$ cat config.mk
export PLATFORM = sky130hd
export DESIGN_NAME = pagerank_vertex_update_flat
export DESIGN_NICKNAME = d
export VERILOG_FILES = /design/src/hw/rtl/pr_pkg.sv /design/src/hw/rtl/pr_if.sv /design/src/hw/rtl/pr_front.sv /design/src/hw/rtl/pr_queue.sv /design/src/hw/rtl/pr_div.sv /design/src/hw/rtl/pr_back.sv /design/src/hw/rtl/pagerank_vertex_update.sv /design/src/flat_wrapper.sv
export SDC_FILE = /design/constraint.sdc
export NUM_CORES = 2
export LEC_CHECK = 0
export BUFFER_PORTS_ARGS = -buffer_cell sky130_fd_sc_hd__buf_2
export CELL_PAD_IN_SITES_DETAIL_PLACEMENT = 1
export CELL_PAD_IN_SITES_GLOBAL_PLACEMENT = 1
export CORE_AREA = 4 4 389 430
export DETAILED_ROUTE_END_ITERATION = 10
export DIE_AREA = 0 0 393 434
export PLACE_DENSITY_LB_ADDON = 0.25
export SYNTH_ARGS = -nofsm -noshare
export SYNTH_HDL_FRONTEND = slang
export SYNTH_SLANG_ARGS = --single-unit
$ cat constraint.sdc
create_clock -name clk -period 21 [get_ports clk]
set_clock_uncertainty 0.05 [all_clocks]
set_input_delay 0 -clock clk [delete_from_list [all_inputs] [get_ports clk]]
set_output_delay 0 -clock clk [all_outputs]
set_load 0.1 [all_outputs]
$ cat src/hw/rtl/pr_pkg.sv
// ----------------------------------------------------------------------------
// pr_pkg
// Shared types and constants for the PageRank vertex update engine.
// ----------------------------------------------------------------------------
package pr_pkg;

  localparam int FRAC_BITS    = 30;
  localparam int DEGREE_WIDTH = 24;

  localparam int RANK_W    = 32;
  localparam int DIV_W     = 40;
  localparam int CFG_IDX_W = 4;
  localparam int Q_DEPTH   = 4;

  localparam logic [DIV_W-1:0] ONE_Q   = DIV_W'(1) << FRAC_BITS;
  localparam logic [DIV_W-1:0] ONE15_Q = ONE_Q * DIV_W'(15);
  localparam logic [DIV_W-1:0] PCT_DEN  = DIV_W'(100);

  // floor(x/5) = (x * DIV5_RECIP) >> DIV5_SHIFT for x below 2^30
  localparam int                DIV5_SHIFT  = 33;
  localparam logic [RANK_W-1:0] DIV5_RECIP  = 32'h6666_6667;
  // floor(x/20) = (x * DIV20_RECIP) >> DIV20_SHIFT for x below 1024
  localparam int                DIV20_SHIFT = 13;
  localparam logic [8:0]        DIV20_RECIP = 9'd410;

  localparam logic [RANK_W-1:0] THRESH_RESET =
    RANK_W'((64'd1 << FRAC_BITS) / 64'd100000);
  localparam logic [RANK_W-1:0] VCOUNT_RESET = RANK_W'(1);

  localparam logic [CFG_IDX_W-1:0] REG_VERTEX_COUNT = CFG_IDX_W'(0);
  localparam logic [CFG_IDX_W-1:0] REG_THRESHOLD    = CFG_IDX_W'(1);

  typedef struct packed {
    logic [RANK_W-1:0]       sum;
    logic                    clear_max;
    logic                    first_ss;
    logic                    seeded;
    logic [RANK_W-1:0]       old_rank;
    logic [DEGREE_WIDTH-1:0] edge_count;
  } pr_job_t;

  typedef enum logic [3:0] {
    B_IDLE,
    B_BASE,
    B_BASE_WAIT,
    B_RANK,
    B_DAMP,
    B_DIFF,
    B_SHARE,
    B_SHARE_WAIT,
    B_EMIT
  } back_state_t;

endpackage

$ cat src/hw/rtl/pr_if.sv
// ----------------------------------------------------------------------------
// pr_if
// Valid/ready channels of the PageRank vertex update engine.
// ----------------------------------------------------------------------------
interface pr_in_if;
  logic                            valid;
  logic                            ready;
  logic [pr_pkg::RANK_W-1:0]       contribution;
  logic                            has_contribution;
  logic                            last_of_vertex;
  logic                            first_of_superstep;
  logic                            first_superstep;
  logic                            seeded;
  logic [pr_pkg::RANK_W-1:0]       old_rank;
  logic [pr_pkg::DEGREE_WIDTH-1:0] edge_count;

  modport source (
    output valid, contribution, has_contribution, last_of_vertex,
           first_of_superstep, first_superstep, seeded, old_rank, edge_count,
    input  ready
  );
  modport sink (
    input  valid, contribution, has_contribution, last_of_vertex,
           first_of_superstep, first_superstep, seeded, old_rank, edge_count,
    output ready
  );
endinterface

interface pr_out_if;
  logic                      valid;
  logic                      ready;
  logic [pr_pkg::RANK_W-1:0] new_rank;
  logic [pr_pkg::RANK_W-1:0] share;
  logic                      has_share;
  logic [pr_pkg::RANK_W-1:0] change;
  logic [pr_pkg::RANK_W-1:0] max_change;
  logic                      keep_going;

  modport source (
    output valid, new_rank, share, has_share, change, max_change, keep_going,
    input  ready
  );
  modport sink (
    input  valid, new_rank, share, has_share, change, max_change, keep_going,
    output ready
  );
endinterface

interface pr_cfg_if;
  logic                         valid;
  logic                         ready;
  logic [pr_pkg::CFG_IDX_W-1:0] index;
  logic [pr_pkg::RANK_W-1:0]    data;

  modport source (output valid, index, data, input ready);
  modport sink (input valid, index, data, output ready);
endinterface

$ cat src/hw/rtl/pr_front.sv
// ----------------------------------------------------------------------------
// pr_front
// Accepts requests, accumulates contributions and queues one job per vertex.
// ----------------------------------------------------------------------------
module pr_front (
  input  logic            clk,
  input  logic            rst_n,
  pr_in_if.sink           in_ch,
  input  logic            q_full,
  output logic            q_push,
  output pr_pkg::pr_job_t q_push_data
);
  import pr_pkg::*;

  logic [RANK_W-1:0] sum_r, sum_nxt;
  logic              pend_clear_r, pend_clear_nxt;
  logic [RANK_W:0]   sum_wide;
  logic [RANK_W-1:0] sum_acc;
  logic              accept;

  assign in_ch.ready = ~q_full;
  assign accept      = in_ch.valid & in_ch.ready;

  assign sum_wide = {1'b0, sum_r} + {1'b0, in_ch.contribution};

  always_comb begin
    sum_acc = sum_r;
    if (in_ch.has_contribution) begin
      sum_acc = sum_wide[RANK_W] ? '1 : sum_wide[RANK_W-1:0];
    end
  end

  always_comb begin
    sum_nxt        = sum_r;
    pend_clear_nxt = pend_clear_r;
    q_push         = 1'b0;
    q_push_data.sum        = sum_acc;
    q_push_data.clear_max  = pend_clear_r | in_ch.first_of_superstep;
    q_push_data.first_ss   = in_ch.first_superstep;
    q_push_data.seeded     = in_ch.seeded;
    q_push_data.old_rank   = in_ch.old_rank;
    q_push_data.edge_count = in_ch.edge_count;
    if (accept) begin
      if (in_ch.last_of_vertex) begin
        q_push         = 1'b1;
        sum_nxt        = '0;
        pend_clear_nxt = 1'b0;
      end else begin
        sum_nxt        = sum_acc;
        pend_clear_nxt = pend_clear_r | in_ch.first_of_superstep;
      end
    end
  end

  always_ff @(posedge clk) begin
    if (!rst_n) begin
      sum_r        <= '0;
      pend_clear_r <= 1'b0;
    end else begin
      sum_r        <= sum_nxt;
      pend_clear_r <= pend_clear_nxt;
    end
  end

endmodule

$ cat src/hw/rtl/pr_queue.sv
// ----------------------------------------------------------------------------
// pr_queue
// Small job FIFO between front and back.
// ----------------------------------------------------------------------------
module pr_queue (
  input  logic            clk,
  input  logic            rst_n,
  input  logic            push,
  input  pr_pkg::pr_job_t push_data,
  output logic            full,
  input  logic            pop,
  output logic            valid,
  output pr_pkg::pr_job_t pop_data
);
  import pr_pkg::*;

  localparam int PTR_W = $clog2(Q_DEPTH);
  localparam int CNT_W = $clog2(Q_DEPTH + 1);

  pr_job_t          slot_r [Q_DEPTH];
  logic [PTR_W-1:0] wr_ptr_r, rd_ptr_r;
  logic [CNT_W-1:0] cnt_r;
  logic             do_push, do_pop;

  assign full     = (cnt_r == CNT_W'(Q_DEPTH));
  assign valid    = (cnt_r != '0);
  assign pop_data = slot_r[rd_ptr_r];
  assign do_push  = push & ~full;
  assign do_pop   = pop & valid;

  always_ff @(posedge clk) begin
    if (do_push) begin
      slot_r[wr_ptr_r] <= push_data;
    end
  end

  always_ff @(posedge clk) begin
    if (!rst_n) begin
      wr_ptr_r <= '0;
      rd_ptr_r <= '0;
      cnt_r    <= '0;
    end else begin
      if (do_push) begin
        wr_ptr_r <= (wr_ptr_r == PTR_W'(Q_DEPTH - 1)) ? '0 : wr_ptr_r + 1'b1;
      end
      if (do_pop) begin
        rd_ptr_r <= (rd_ptr_r == PTR_W'(Q_DEPTH - 1)) ? '0 : rd_ptr_r + 1'b1;
      end
      if (do_push && !do_pop) begin
        cnt_r <= cnt_r + 1'b1;
      end else if (do_pop && !do_push) begin
        cnt_r <= cnt_r - 1'b1;
      end
    end
  end

endmodule

$ cat src/hw/rtl/pr_div.sv
// ----------------------------------------------------------------------------
// pr_div
// Radix-2 restoring divider, one quotient bit per cycle.
// ----------------------------------------------------------------------------
module pr_div (
  input  logic                     clk,
  input  logic                     rst_n,
  input  logic                     start,
  input  logic [pr_pkg::DIV_W-1:0] dividend,
  input  logic [pr_pkg::DIV_W-1:0] divisor,
  output logic                     done,
  output logic [pr_pkg::DIV_W-1:0] quotient
);
  import pr_pkg::*;

  localparam int CNT_W = $clog2(DIV_W);

  logic [DIV_W-1:0] rem_r, quo_r, den_r;
  logic [CNT_W-1:0] cnt_r;
  logic             busy_r, done_r;
  logic [DIV_W:0]   shifted;
  logic [DIV_W:0]   diff;
  logic             fits;

  assign shifted  = {rem_r, quo_r[DIV_W-1]};
  assign diff     = shifted - {1'b0, den_r};
  assign fits     = (shifted >= {1'b0, den_r});
  assign done     = done_r;
  assign quotient = quo_r;

  always_ff @(posedge clk) begin
    if (start) begin
      rem_r <= '0;
      quo_r <= dividend;
      den_r <= divisor;
    end else if (busy_r) begin
      rem_r <= fits ? diff[DIV_W-1:0] : shifted[DIV_W-1:0];
      quo_r <= {quo_r[DIV_W-2:0], fits};
    end
  end

  always_ff @(posedge clk) begin
    if (!rst_n) begin
      busy_r <= 1'b0;
      done_r <= 1'b0;
      cnt_r  <= '0;
    end else begin
      done_r <= 1'b0;
      if (start) begin
        busy_r <= 1'b1;
        cnt_r  <= CNT_W'(DIV_W - 1);
      end else if (busy_r) begin
        cnt_r <= cnt_r - 1'b1;
        if (cnt_r == '0) begin
          busy_r <= 1'b0;
          done_r <= 1'b1;
        end
      end
    end
  end

endmodule

$ cat src/hw/rtl/pr_back.sv
// ----------------------------------------------------------------------------
// pr_back
// Rank update sequencer: base probability, damping, change, share.
// ----------------------------------------------------------------------------
module pr_back (
  input  logic                      clk,
  input  logic                      rst_n,
  input  logic                      q_valid,
  input  pr_pkg::pr_job_t           q_data,
  output logic                      q_pop,
  input  logic [pr_pkg::RANK_W-1:0] vertex_count,
  input  logic [pr_pkg::RANK_W-1:0] threshold,
  pr_out_if.source                  out_ch
);
  import pr_pkg::*;

  back_state_t       state_r, state_nxt;
  pr_job_t           job_r, job_nxt;
  logic [RANK_W-1:0] base_r, base_nxt;
  logic [RANK_W-1:0] rank_r, rank_nxt;
  logic [RANK_W-1:0] change_r, change_nxt;
  logic [RANK_W-1:0] share_r, share_nxt;
  logic [RANK_W-1:0] max_r, max_nxt;
  logic [RANK_W-1:0] damp_q_r, damp_q_nxt;

  logic              out_valid_r, out_valid_nxt;
  logic [RANK_W-1:0] out_rank_r, out_rank_nxt;
  logic [RANK_W-1:0] out_share_r, out_share_nxt;
  logic              out_has_share_r, out_has_share_nxt;
  logic [RANK_W-1:0] out_change_r, out_change_nxt;
  logic [RANK_W-1:0] out_max_r, out_max_nxt;
  logic              out_keep_r, out_keep_nxt;

  logic              div_start;
  logic [DIV_W-1:0]  div_a, div_b;
  logic              div_done;
  logic [DIV_W-1:0]  div_q;

  logic [DIV_W-1:0]    vc_x100;
  logic [RANK_W:0]     init_sum;
  logic [RANK_W:0]     damp_sum;
  logic [RANK_W-1:0]   max_base;
  logic [2*RANK_W-1:0] q20_prod;
  logic [4:0]          damp_rem;
  logic [8:0]          rem_x17;
  logic [17:0]         frac_prod;

  pr_div u_div (
    .clk      (clk),
    .rst_n    (rst_n),
    .start    (div_start),
    .dividend (div_a),
    .divisor  (div_b),
    .done     (div_done),
    .quotient (div_q)
  );

  assign vc_x100  = DIV_W'(vertex_count) * PCT_DEN;
  assign init_sum = (RANK_W + 1)'(ONE_Q) + {1'b0, base_r};
  assign max_base = job_r.clear_max ? '0 : max_r;

  // 0.85*sum = 17*floor(sum/20) + floor(17*(sum mod 20)/20)
  assign q20_prod  = (2*RANK_W)'(job_r.sum[RANK_W-1:2]) * (2*RANK_W)'(DIV5_RECIP);
  assign damp_rem  = job_r.sum[4:0] - ({damp_q_r[0], 4'b0000} + {damp_q_r[2:0], 2'b00});
  assign rem_x17   = {damp_rem, 4'b0000} + {4'b0000, damp_rem};
  assign frac_prod = 18'(rem_x17) * 18'(DIV20_RECIP);
  assign damp_sum  = (RANK_W + 1)'({damp_q_r, 4'b0000}) + (RANK_W + 1)'(damp_q_r)
                   + (RANK_W + 1)'(frac_prod[17:DIV20_SHIFT]) + {1'b0, base_r};

  assign out_ch.valid      = out_valid_r;
  assign out_ch.new_rank   = out_rank_r;
  assign out_ch.share      = out_share_r;
  assign out_ch.has_share  = out_has_share_r;
  assign out_ch.change     = out_change_r;
  assign out_ch.max_change = out_max_r;
  assign out_ch.keep_going = out_keep_r;

  always_comb begin
    state_nxt         = state_r;
    job_nxt           = job_r;
    base_nxt          = base_r;
    rank_nxt          = rank_r;
    change_nxt        = change_r;
    share_nxt         = share_r;
    max_nxt           = max_r;
    damp_q_nxt        = damp_q_r;
    out_valid_nxt     = out_valid_r;
    out_rank_nxt      = out_rank_r;
    out_share_nxt     = out_share_r;
    out_has_share_nxt = out_has_share_r;
    out_change_nxt    = out_change_r;
    out_max_nxt       = out_max_r;
    out_keep_nxt      = out_keep_r;
    q_pop             = 1'b0;
    div_start         = 1'b0;
    div_a             = '0;
    div_b             = '0;

    if (out_valid_r && out_ch.ready) begin
      out_valid_nxt = 1'b0;
    end

    unique case (state_r)
      B_IDLE: begin
        if (q_valid) begin
          q_pop     = 1'b1;
          job_nxt   = q_data;
          state_nxt = B_BASE;
        end
      end
      B_BASE: begin
        if ((job_r.first_ss && job_r.seeded) || vertex_count == '0) begin
          base_nxt  = '0;
          state_nxt = B_RANK;
        end else begin
          div_start = 1'b1;
          div_a     = job_r.first_ss ? ONE_Q : ONE15_Q;
          div_b     = job_r.first_ss ? DIV_W'(vertex_count) : vc_x100;
          state_nxt = B_BASE_WAIT;
        end
      end
      B_BASE_WAIT: begin
        if (div_done) begin
          base_nxt  = div_q[RANK_W-1:0];
          state_nxt = B_RANK;
        end
      end
      B_RANK: begin
        if (job_r.first_ss) begin
          if (job_r.seeded) begin
            rank_nxt   = job_r.old_rank;
            change_nxt = '0;
          end else begin
            rank_nxt   = base_r;
            change_nxt = init_sum[RANK_W] ? '1 : init_sum[RANK_W-1:0];
          end
          state_nxt = B_SHARE;
        end else begin
          damp_q_nxt = RANK_W'(q20_prod[2*RANK_W-1:DIV5_SHIFT]);
          state_nxt  = B_DAMP;
        end
      end
      B_DAMP: begin
        rank_nxt  = damp_sum[RANK_W] ? '1 : damp_sum[RANK_W-1:0];
        state_nxt = B_DIFF;
      end
      B_DIFF: begin
        change_nxt = (job_r.old_rank > rank_r) ? job_r.old_rank - rank_r
                                               : rank_r - job_r.old_rank;
        state_nxt  = B_SHARE;
      end
      B_SHARE: begin
        max_nxt = (change_r > max_base) ? change_r : max_base;
        if (job_r.edge_count != '0) begin
          div_start = 1'b1;
          div_a     = DIV_W'(rank_r);
          div_b     = DIV_W'(job_r.edge_count);
          state_nxt = B_SHARE_WAIT;
        end else begin
          share_nxt = '0;
          state_nxt = B_EMIT;
        end
      end
      B_SHARE_WAIT: begin
        if (div_done) begin
          share_nxt = div_q[RANK_W-1:0];
          state_nxt = B_EMIT;
        end
      end
      B_EMIT: begin
        if (!out_valid_r || out_ch.ready) begin
          out_valid_nxt     = 1'b1;
          out_rank_nxt      = rank_r;
          out_share_nxt     = share_r;
          out_has_share_nxt = (job_r.edge_count != '0);
          out_change_nxt    = change_r;
          out_max_nxt       = max_r;
          out_keep_nxt      = job_r.first_ss | (max_r > threshold);
          state_nxt         = B_IDLE;
        end
      end
      default: begin
        state_nxt = B_IDLE;
      end
    endcase
  end

  always_ff @(posedge clk) begin
    job_r           <= job_nxt;
    base_r          <= base_nxt;
    rank_r          <= rank_nxt;
    change_r        <= change_nxt;
    share_r         <= share_nxt;
    damp_q_r        <= damp_q_nxt;
    out_rank_r      <= out_rank_nxt;
    out_share_r     <= out_share_nxt;
    out_has_share_r <= out_has_share_nxt;
    out_change_r    <= out_change_nxt;
    out_max_r       <= out_max_nxt;
    out_keep_r      <= out_keep_nxt;
  end

  always_ff @(posedge clk) begin
    if (!rst_n) begin
      state_r     <= B_IDLE;
      max_r       <= '0;
      out_valid_r <= 1'b0;
    end else begin
      state_r     <= state_nxt;
      max_r       <= max_nxt;
      out_valid_r <= out_valid_nxt;
    end
  end

endmodule

$ cat src/hw/rtl/pagerank_vertex_update.sv
// ----------------------------------------------------------------------------
// pagerank_vertex_update
// PageRank superstep engine: per-vertex rank, change and neighbor share.
//
//   channel  | dir | payload                                   | accepted when
//   ---------+-----+-------------------------------------------+--------------
//   in_ch    | in  | contribution, flags, old_rank, edge_count | valid & ready
//   out_ch   | out | new_rank, share, change, max_change, flags| valid & ready
//   cfg_ch   | in  | index, data (vertex_count, threshold)     | valid & ready
//
// Requests are accepted whenever the job queue has room. The back end finishes
// one vertex before it pops the next; a shared 40-step divider runs up to twice
// (base probability, share), and damping is a reciprocal multiply.
// Reset is synchronous, active low; no clearing pass.
// out_ch stalls hold the result register; the queue lets in_ch keep going until it fills.
// ----------------------------------------------------------------------------
module pagerank_vertex_update (
  input  logic      clk,
  input  logic      rst_n,
  pr_in_if.sink     in_ch,
  pr_out_if.source  out_ch,
  pr_cfg_if.sink    cfg_ch
);
  import pr_pkg::*;

  logic [RANK_W-1:0] vertex_count_r, vertex_count_nxt;
  logic [RANK_W-1:0] threshold_r, threshold_nxt;

  logic    q_full, q_push, q_valid, q_pop;
  pr_job_t q_push_data, q_pop_data;

  assign cfg_ch.ready = 1'b1;

  always_comb begin
    vertex_count_nxt = vertex_count_r;
    threshold_nxt    = threshold_r;
    if (cfg_ch.valid) begin
      unique case (cfg_ch.index)
        REG_VERTEX_COUNT: vertex_count_nxt = cfg_ch.data;
        REG_THRESHOLD:    threshold_nxt    = cfg_ch.data;
        default: begin
        end
      endcase
    end
  end

  always_ff @(posedge clk) begin
    if (!rst_n) begin
      vertex_count_r <= VCOUNT_RESET;
      threshold_r    <= THRESH_RESET;
    end else begin
      vertex_count_r <= vertex_count_nxt;
      threshold_r    <= threshold_nxt;
    end
  end

  pr_front u_front (
    .clk         (clk),
    .rst_n       (rst_n),
    .in_ch       (in_ch),
    .q_full      (q_full),
    .q_push      (q_push),
    .q_push_data (q_push_data)
  );

  pr_queue u_queue (
    .clk       (clk),
    .rst_n     (rst_n),
    .push      (q_push),
    .push_data (q_push_data),
    .full      (q_full),
    .pop       (q_pop),
    .valid     (q_valid),
    .pop_data  (q_pop_data)
  );

  pr_back u_back (
    .clk          (clk),
    .rst_n        (rst_n),
    .q_valid      (q_valid),
    .q_data       (q_pop_data),
    .q_pop        (q_pop),
    .vertex_count (vertex_count_r),
    .threshold    (threshold_r),
    .out_ch       (out_ch)
  );

endmodule

$ cat src/flat_wrapper.sv
// flat-port wrapper written by rule: the top's interface ports become plain ports
module pagerank_vertex_update_flat import pr_pkg::*;
  (clk, rst_n, in_ch_valid, in_ch_contribution, in_ch_has_contribution, in_ch_last_of_vertex, in_ch_first_of_superstep, in_ch_first_superstep, in_ch_seeded, in_ch_old_rank, in_ch_edge_count, in_ch_ready, out_ch_valid, out_ch_new_rank, out_ch_share, out_ch_has_share, out_ch_change, out_ch_max_change, out_ch_keep_going, out_ch_ready, cfg_ch_valid, cfg_ch_index, cfg_ch_data, cfg_ch_ready);
  pr_in_if in_ch_i ();
  pr_out_if out_ch_i ();
  pr_cfg_if cfg_ch_i ();
  input  logic clk;
  input  logic rst_n;
  input wire logic [$bits(in_ch_i.valid)-1:0] in_ch_valid;
  input wire logic [$bits(in_ch_i.contribution)-1:0] in_ch_contribution;
  input wire logic [$bits(in_ch_i.has_contribution)-1:0] in_ch_has_contribution;
  input wire logic [$bits(in_ch_i.last_of_vertex)-1:0] in_ch_last_of_vertex;
  input wire logic [$bits(in_ch_i.first_of_superstep)-1:0] in_ch_first_of_superstep;
  input wire logic [$bits(in_ch_i.first_superstep)-1:0] in_ch_first_superstep;
  input wire logic [$bits(in_ch_i.seeded)-1:0] in_ch_seeded;
  input wire logic [$bits(in_ch_i.old_rank)-1:0] in_ch_old_rank;
  input wire logic [$bits(in_ch_i.edge_count)-1:0] in_ch_edge_count;
  output wire logic [$bits(in_ch_i.ready)-1:0] in_ch_ready;
  output wire logic [$bits(out_ch_i.valid)-1:0] out_ch_valid;
  output wire logic [$bits(out_ch_i.new_rank)-1:0] out_ch_new_rank;
  output wire logic [$bits(out_ch_i.share)-1:0] out_ch_share;
  output wire logic [$bits(out_ch_i.has_share)-1:0] out_ch_has_share;
  output wire logic [$bits(out_ch_i.change)-1:0] out_ch_change;
  output wire logic [$bits(out_ch_i.max_change)-1:0] out_ch_max_change;
  output wire logic [$bits(out_ch_i.keep_going)-1:0] out_ch_keep_going;
  input wire logic [$bits(out_ch_i.ready)-1:0] out_ch_ready;
  input wire logic [$bits(cfg_ch_i.valid)-1:0] cfg_ch_valid;
  input wire logic [$bits(cfg_ch_i.index)-1:0] cfg_ch_index;
  input wire logic [$bits(cfg_ch_i.data)-1:0] cfg_ch_data;
  output wire logic [$bits(cfg_ch_i.ready)-1:0] cfg_ch_ready;
  assign in_ch_i.valid = in_ch_valid;
  assign in_ch_i.contribution = in_ch_contribution;
  assign in_ch_i.has_contribution = in_ch_has_contribution;
  assign in_ch_i.last_of_vertex = in_ch_last_of_vertex;
  assign in_ch_i.first_of_superstep = in_ch_first_of_superstep;
  assign in_ch_i.first_superstep = in_ch_first_superstep;
  assign in_ch_i.seeded = in_ch_seeded;
  assign in_ch_i.old_rank = in_ch_old_rank;
  assign in_ch_i.edge_count = in_ch_edge_count;
  assign in_ch_ready = in_ch_i.ready;
  assign out_ch_valid = out_ch_i.valid;
  assign out_ch_new_rank = out_ch_i.new_rank;
  assign out_ch_share = out_ch_i.share;
  assign out_ch_has_share = out_ch_i.has_share;
  assign out_ch_change = out_ch_i.change;
  assign out_ch_max_change = out_ch_i.max_change;
  assign out_ch_keep_going = out_ch_i.keep_going;
  assign out_ch_i.ready = out_ch_ready;
  assign cfg_ch_i.valid = cfg_ch_valid;
  assign cfg_ch_i.index = cfg_ch_index;
  assign cfg_ch_i.data = cfg_ch_data;
  assign cfg_ch_ready = cfg_ch_i.ready;
  pagerank_vertex_update u_core (.clk(clk), .rst_n(rst_n), .in_ch(in_ch_i), .out_ch(out_ch_i), .cfg_ch(cfg_ch_i));
endmodule
==> impl_metrics.ini <==
[outcome]
run_status = complete, no violations

[worst_setup_path]
critical_path.n_buffers_inverters = 6
setup.reg_to_reg.worst_slack_ns = 10.46
reg2regPathDepth = 38
critical_path.endpoint = u_core.u_back.rank_r[15]
arrival_ns = 10.95
setup.worst_path.start = u_core.u_back.job_r[61]
r2r_end = u_core.u_back.rank_r[15]
timing.setup.critical_path_class = flop to flop
largest_incremental_delay_on_the_critical_path_ns = 0.60
timing.critical_path.slowest_stage_cell = sky130_fd_sc_hd__a2111oi_0
cp_data_required_time_ns = 21.41
element_type_at_the_critical_path_end = flop
worstSetupPathDepth = 38
critical_path_peak_fanout = 27
worst_setup_path_start_kind = flop
critPathMostFrequentCell = sky130_fd_sc_hd__ha_1
crit_family = adder cells
startpoint_of_the_most_critical_register_to_register_path = u_core.u_back.job_r[61]

[cts]
cts_post_setup_buffers_inserted = 0
path_clk_slew_ns = 0.07
cts_tree = built
htree_num_levels = 3
cts-root-to-sink-buffers = 3
cts-buffers-inserted = 111
cts-hold-fix-buffers = 242
worst_skew_pair.late_latency_ns = 0.77
post_cts_resize_count = 0
clock_sink_count = 1009
cts_root_buffer = sky130_fd_sc_hd__clkbuf_16

[grt]
vias_in_the_first_global_route = 48236
globalRoute.totalOverflow = 0
grt_use_total = 0.2281
grt_pass1_wl_um = 297500
grt_start_max_net_pins = 89
grt_antenna_before_repair = 7

[timing]
fin_crit_ns = 10.54
timing.final.crit_share = 0.5021
max_slew_margin_vs_limit = 0.2569
final_max_slew_viol_count = 0
max_clock_freq_ghz = 0.09485
rsz0062_at_grt = no
final_setup_violations = 0
report.final.hold_viol_count = 0
fin_setup_tns_ns = 0
worst_slew_pin_slew_ns = 1.115

[worst_hold_path]
min_path_cells = 2
holdCritPathClass = input pin to flop
holdCritStartpoint = in_ch_edge_count[23]

[final_layout]
num-nets-final = 7257
area_growth_pct = 15.38
filler_cells_inserted = 17366
seqCellArea_um2 = 28420
layout-drive-gt1-share = 0.1052
multi_input_comb_area_um2 = 33000

[synth]
avg_cell_area_syn_um2 = 11.56
synth_top_flop_cell = sky130_fd_sc_hd__edfxtp_1
async_reset_ff_frac = 0
yosysWarningCount = 0
yosysSeqAreaShare = 0.4383
netlist_cell_types = 83
post_synth_inst_count = 5608
mappedNetlistNets = 6781
edff_count_synth = 820
ys_ff_latch = 1009
synthesis.area_um2 = 64810

[die]
fp.dieArea_um2 = 170600
io_pins = 267
fp.dieW_um = 393
std_cell_rows = 156
die_height_um = 434
initial_core_util = 0.3972
fp.coreArea_um2 = 163200

[job]
max_cap_viol = 0

[route]
drt_pre_antenna_iters = 5
wirelength_um = 194900
via_per_inst = 5.382
vias = 44764
drtIter0Drc = 2512
wl_per_cell_um = 23.43
ant_nets = 0
drc = 0

[placement]
place_congestion = 0.9074
place.port_buffers = 265
post-dp-hpwl_um = 147600
[per-stage QoR]
| stage | hold WS, ns | area [um^2] | setup slack, ns | utilization | instances |
|---|---|---|---|---|---|
| 3_3_place_gp | 0.1623 | 68510 | 10.45 | 0.4198 | 7862 |
| 2_1_floorplan | 0.04887 | 64810 | 11.80 | - | 5608 |
| 5_1_grt | 0.02352 | 74770 | 9.739 | 0.4582 | 8314 |
| 4_1_cts | 0.0004536 | 74760 | 10.42 | 0.4582 | 8313 |
| 3_5_place_dp | 0.1673 | 68510 | 10.42 | 0.4198 | 7862 |
| 6_report | 0.05580 | 74770 | 10.46 | 0.4582 | 8317 |
[flip-flops by register name (all words and copies together) (netlist names), 39 cells and up]
register and flops:
u_core.u_back.u_div.rem_r 40, u_core.u_queue.slot_r 364, u_core.u_back.job_r 91, u_core.u_back.u_div.den_r 39, u_core.u_back.u_div.quotient 40
[synth_stat cells (9+ instances only)]
cell / n / area [um^2]
sky130_fd_sc_hd__a211o_1: 11 / 96.34
sky130_fd_sc_hd__a211oi_1: 26 / 195.2
sky130_fd_sc_hd__a21o_1: 163 / 1224
sky130_fd_sc_hd__a21oi_1: 387 / 1937
sky130_fd_sc_hd__a221oi_1: 14 / 122.6
sky130_fd_sc_hd__a22o_1: 87 / 762.0
sky130_fd_sc_hd__a22oi_1: 9 / 67.56
sky130_fd_sc_hd__a31o_2: 11 / 96.34
sky130_fd_sc_hd__a31oi_1: 51 / 319.1
sky130_fd_sc_hd__and2_1: 56 / 350.3
sky130_fd_sc_hd__and3_1: 65 / 406.6
sky130_fd_sc_hd__and4_1: 14 / 122.6
sky130_fd_sc_hd__buf_1: 18 / 67.56
sky130_fd_sc_hd__buf_2: 18 / 90.09
sky130_fd_sc_hd__clkbuf_1: 145 / 544.3
sky130_fd_sc_hd__dfxtp_1: 189 / 3784
sky130_fd_sc_hd__edfxtp_1: 820 / 24620
sky130_fd_sc_hd__fa_1: 324 / 6486
sky130_fd_sc_hd__ha_1: 715 / 8946
sky130_fd_sc_hd__inv_1: 737 / 2766
sky130_fd_sc_hd__mux2i_1: 73 / 730.7
sky130_fd_sc_hd__mux4_2: 91 / 2049
sky130_fd_sc_hd__nand2_1: 343 / 1287
sky130_fd_sc_hd__nand2b_1: 71 / 444.2
sky130_fd_sc_hd__nand3_1: 55 / 275.3
sky130_fd_sc_hd__nand4_1: 46 / 287.8
sky130_fd_sc_hd__nor2_1: 236 / 885.9
sky130_fd_sc_hd__nor2b_1: 31 / 193.9
sky130_fd_sc_hd__nor3_1: 61 / 305.3
sky130_fd_sc_hd__nor4_1: 21 / 131.4
sky130_fd_sc_hd__o211ai_1: 23 / 172.7
sky130_fd_sc_hd__o21a_1: 34 / 255.2
sky130_fd_sc_hd__o21ai_0: 184 / 920.9
sky130_fd_sc_hd__o21ai_1: 49 / 245.2
sky130_fd_sc_hd__o21bai_1: 34 / 255.2
sky130_fd_sc_hd__o221ai_1: 9 / 78.83
sky130_fd_sc_hd__o22a_1: 12 / 105.1
sky130_fd_sc_hd__o31a_1: 14 / 122.6
sky130_fd_sc_hd__or2_2: 12 / 75.07
sky130_fd_sc_hd__or3_1: 46 / 287.8
sky130_fd_sc_hd__xnor2_1: 115 / 1007
sky130_fd_sc_hd__xor2_1: 73 / 639.4
[layout by cell type (no fill, tap or decap), types with 14 or more instances in the layout]
| cell type | count |
|---|---|
| sky130_fd_sc_hd__inv_1 | 734 |
| sky130_fd_sc_hd__xor2_1 | 73 |
| sky130_fd_sc_hd__nand3_1 | 54 |
| sky130_fd_sc_hd__clkbuf_1 | 21 |
| sky130_fd_sc_hd__fa_1 | 324 |
| sky130_fd_sc_hd__a221oi_1 | 14 |
| sky130_fd_sc_hd__and2_1 | 56 |
| sky130_fd_sc_hd__o21ai_1 | 49 |
| sky130_fd_sc_hd__o21ai_0 | 184 |
| sky130_fd_sc_hd__nor4_1 | 18 |
| sky130_fd_sc_hd__xnor2_1 | 115 |
| sky130_fd_sc_hd__dfxtp_1 | 186 |
| sky130_fd_sc_hd__a211oi_1 | 26 |
| sky130_fd_sc_hd__a21oi_1 | 386 |
| sky130_fd_sc_hd__and3_1 | 61 |
| sky130_fd_sc_hd__mux2i_1 | 73 |
| sky130_fd_sc_hd__clkbuf_16 | 114 |
| sky130_fd_sc_hd__clkinv_2 | 17 |
| sky130_fd_sc_hd__buf_4 | 44 |
| sky130_fd_sc_hd__dlygate4sd3_1 | 242 |
| sky130_fd_sc_hd__o21a_1 | 34 |
| sky130_fd_sc_hd__nand4_1 | 46 |
| sky130_fd_sc_hd__nand2b_1 | 71 |
| sky130_fd_sc_hd__nand2_1 | 343 |
| sky130_fd_sc_hd__o31a_1 | 14 |
| sky130_fd_sc_hd__nor2b_1 | 29 |
| sky130_fd_sc_hd__a22o_1 | 86 |
| sky130_fd_sc_hd__buf_2 | 265 |
| sky130_fd_sc_hd__o21bai_1 | 34 |
| sky130_fd_sc_hd__or3_1 | 45 |
| sky130_fd_sc_hd__edfxtp_1 | 820 |
| sky130_fd_sc_hd__ha_1 | 715 |
| sky130_fd_sc_hd__and4_1 | 14 |
| sky130_fd_sc_hd__mux4_2 | 91 |
| sky130_fd_sc_hd__nor3_1 | 58 |
| sky130_fd_sc_hd__a31oi_1 | 51 |
| sky130_fd_sc_hd__a21o_1 | 162 |
| sky130_fd_sc_hd__nor2_1 | 229 |
| sky130_fd_sc_hd__o211ai_1 | 23 |
[worst min-delay path by stage]
stage | end | slack [ns]
floorplan | u_core.u_queue.slot_r[0][0] | 0.05
global placement | u_core.u_queue.slot_r[2][45] | 0.16
detailed placement | u_core.u_queue.slot_r[0][54] | 0.17
CTS | u_core.u_queue.slot_r[2][27] | 0.0005
global route | u_core.vertex_count_r[10] | 0.02
finish | u_core.u_queue.slot_r[3][23] | 0.06
[area by class of cell]
type | count | area share
Sequential cell | 1009 | 0.3800
Multi-Input combinational cell | 3674 | 0.4413
Antenna cell | 4 | 0.0001339
Inverter | 737 | 0.03703
Timing Repair Buffer | 551 | 0.05455
Tap cell | 2133 | 0.03569
Clock buffer | 140 | 0.04013
Clock inverter | 69 | 0.01118
[per-layer routing]
layer / vias up / global-route usage / wire length [um] / share of wire
met3: 216 / 0.02964 / 8065 / 0.041
met1: 22750 / 0.2981 / 85450 / 0.44
met5: - / 0 / 8 / 0.000041
met4: 2 / 0.05453 / 4336 / 0.022
li1: 20937 / - / - / -
met2: 859 / 0.4021 / 97040 / 0.50
[cells by family (layout without fill, tap and decap cells)]
group	count (synthesis)	count (layout)	share of synthesized area
other	1	5	0.00005786
xor gates and xnor gates	189	189	0.02566
and+or+nand+nor	1076	1076	0.08045
DFF	1009	1009	0.4383
AOI/OAI and AO/OA	1199	1199	0.1189
buffers and inverters	925	1497	0.05450
muxes	170	170	0.04394
adders and majority gates	1039	1039	0.2381
Power is not shown: default switching activity piles up to over one toggle a cycle in this logic, so the estimate is an artifact.
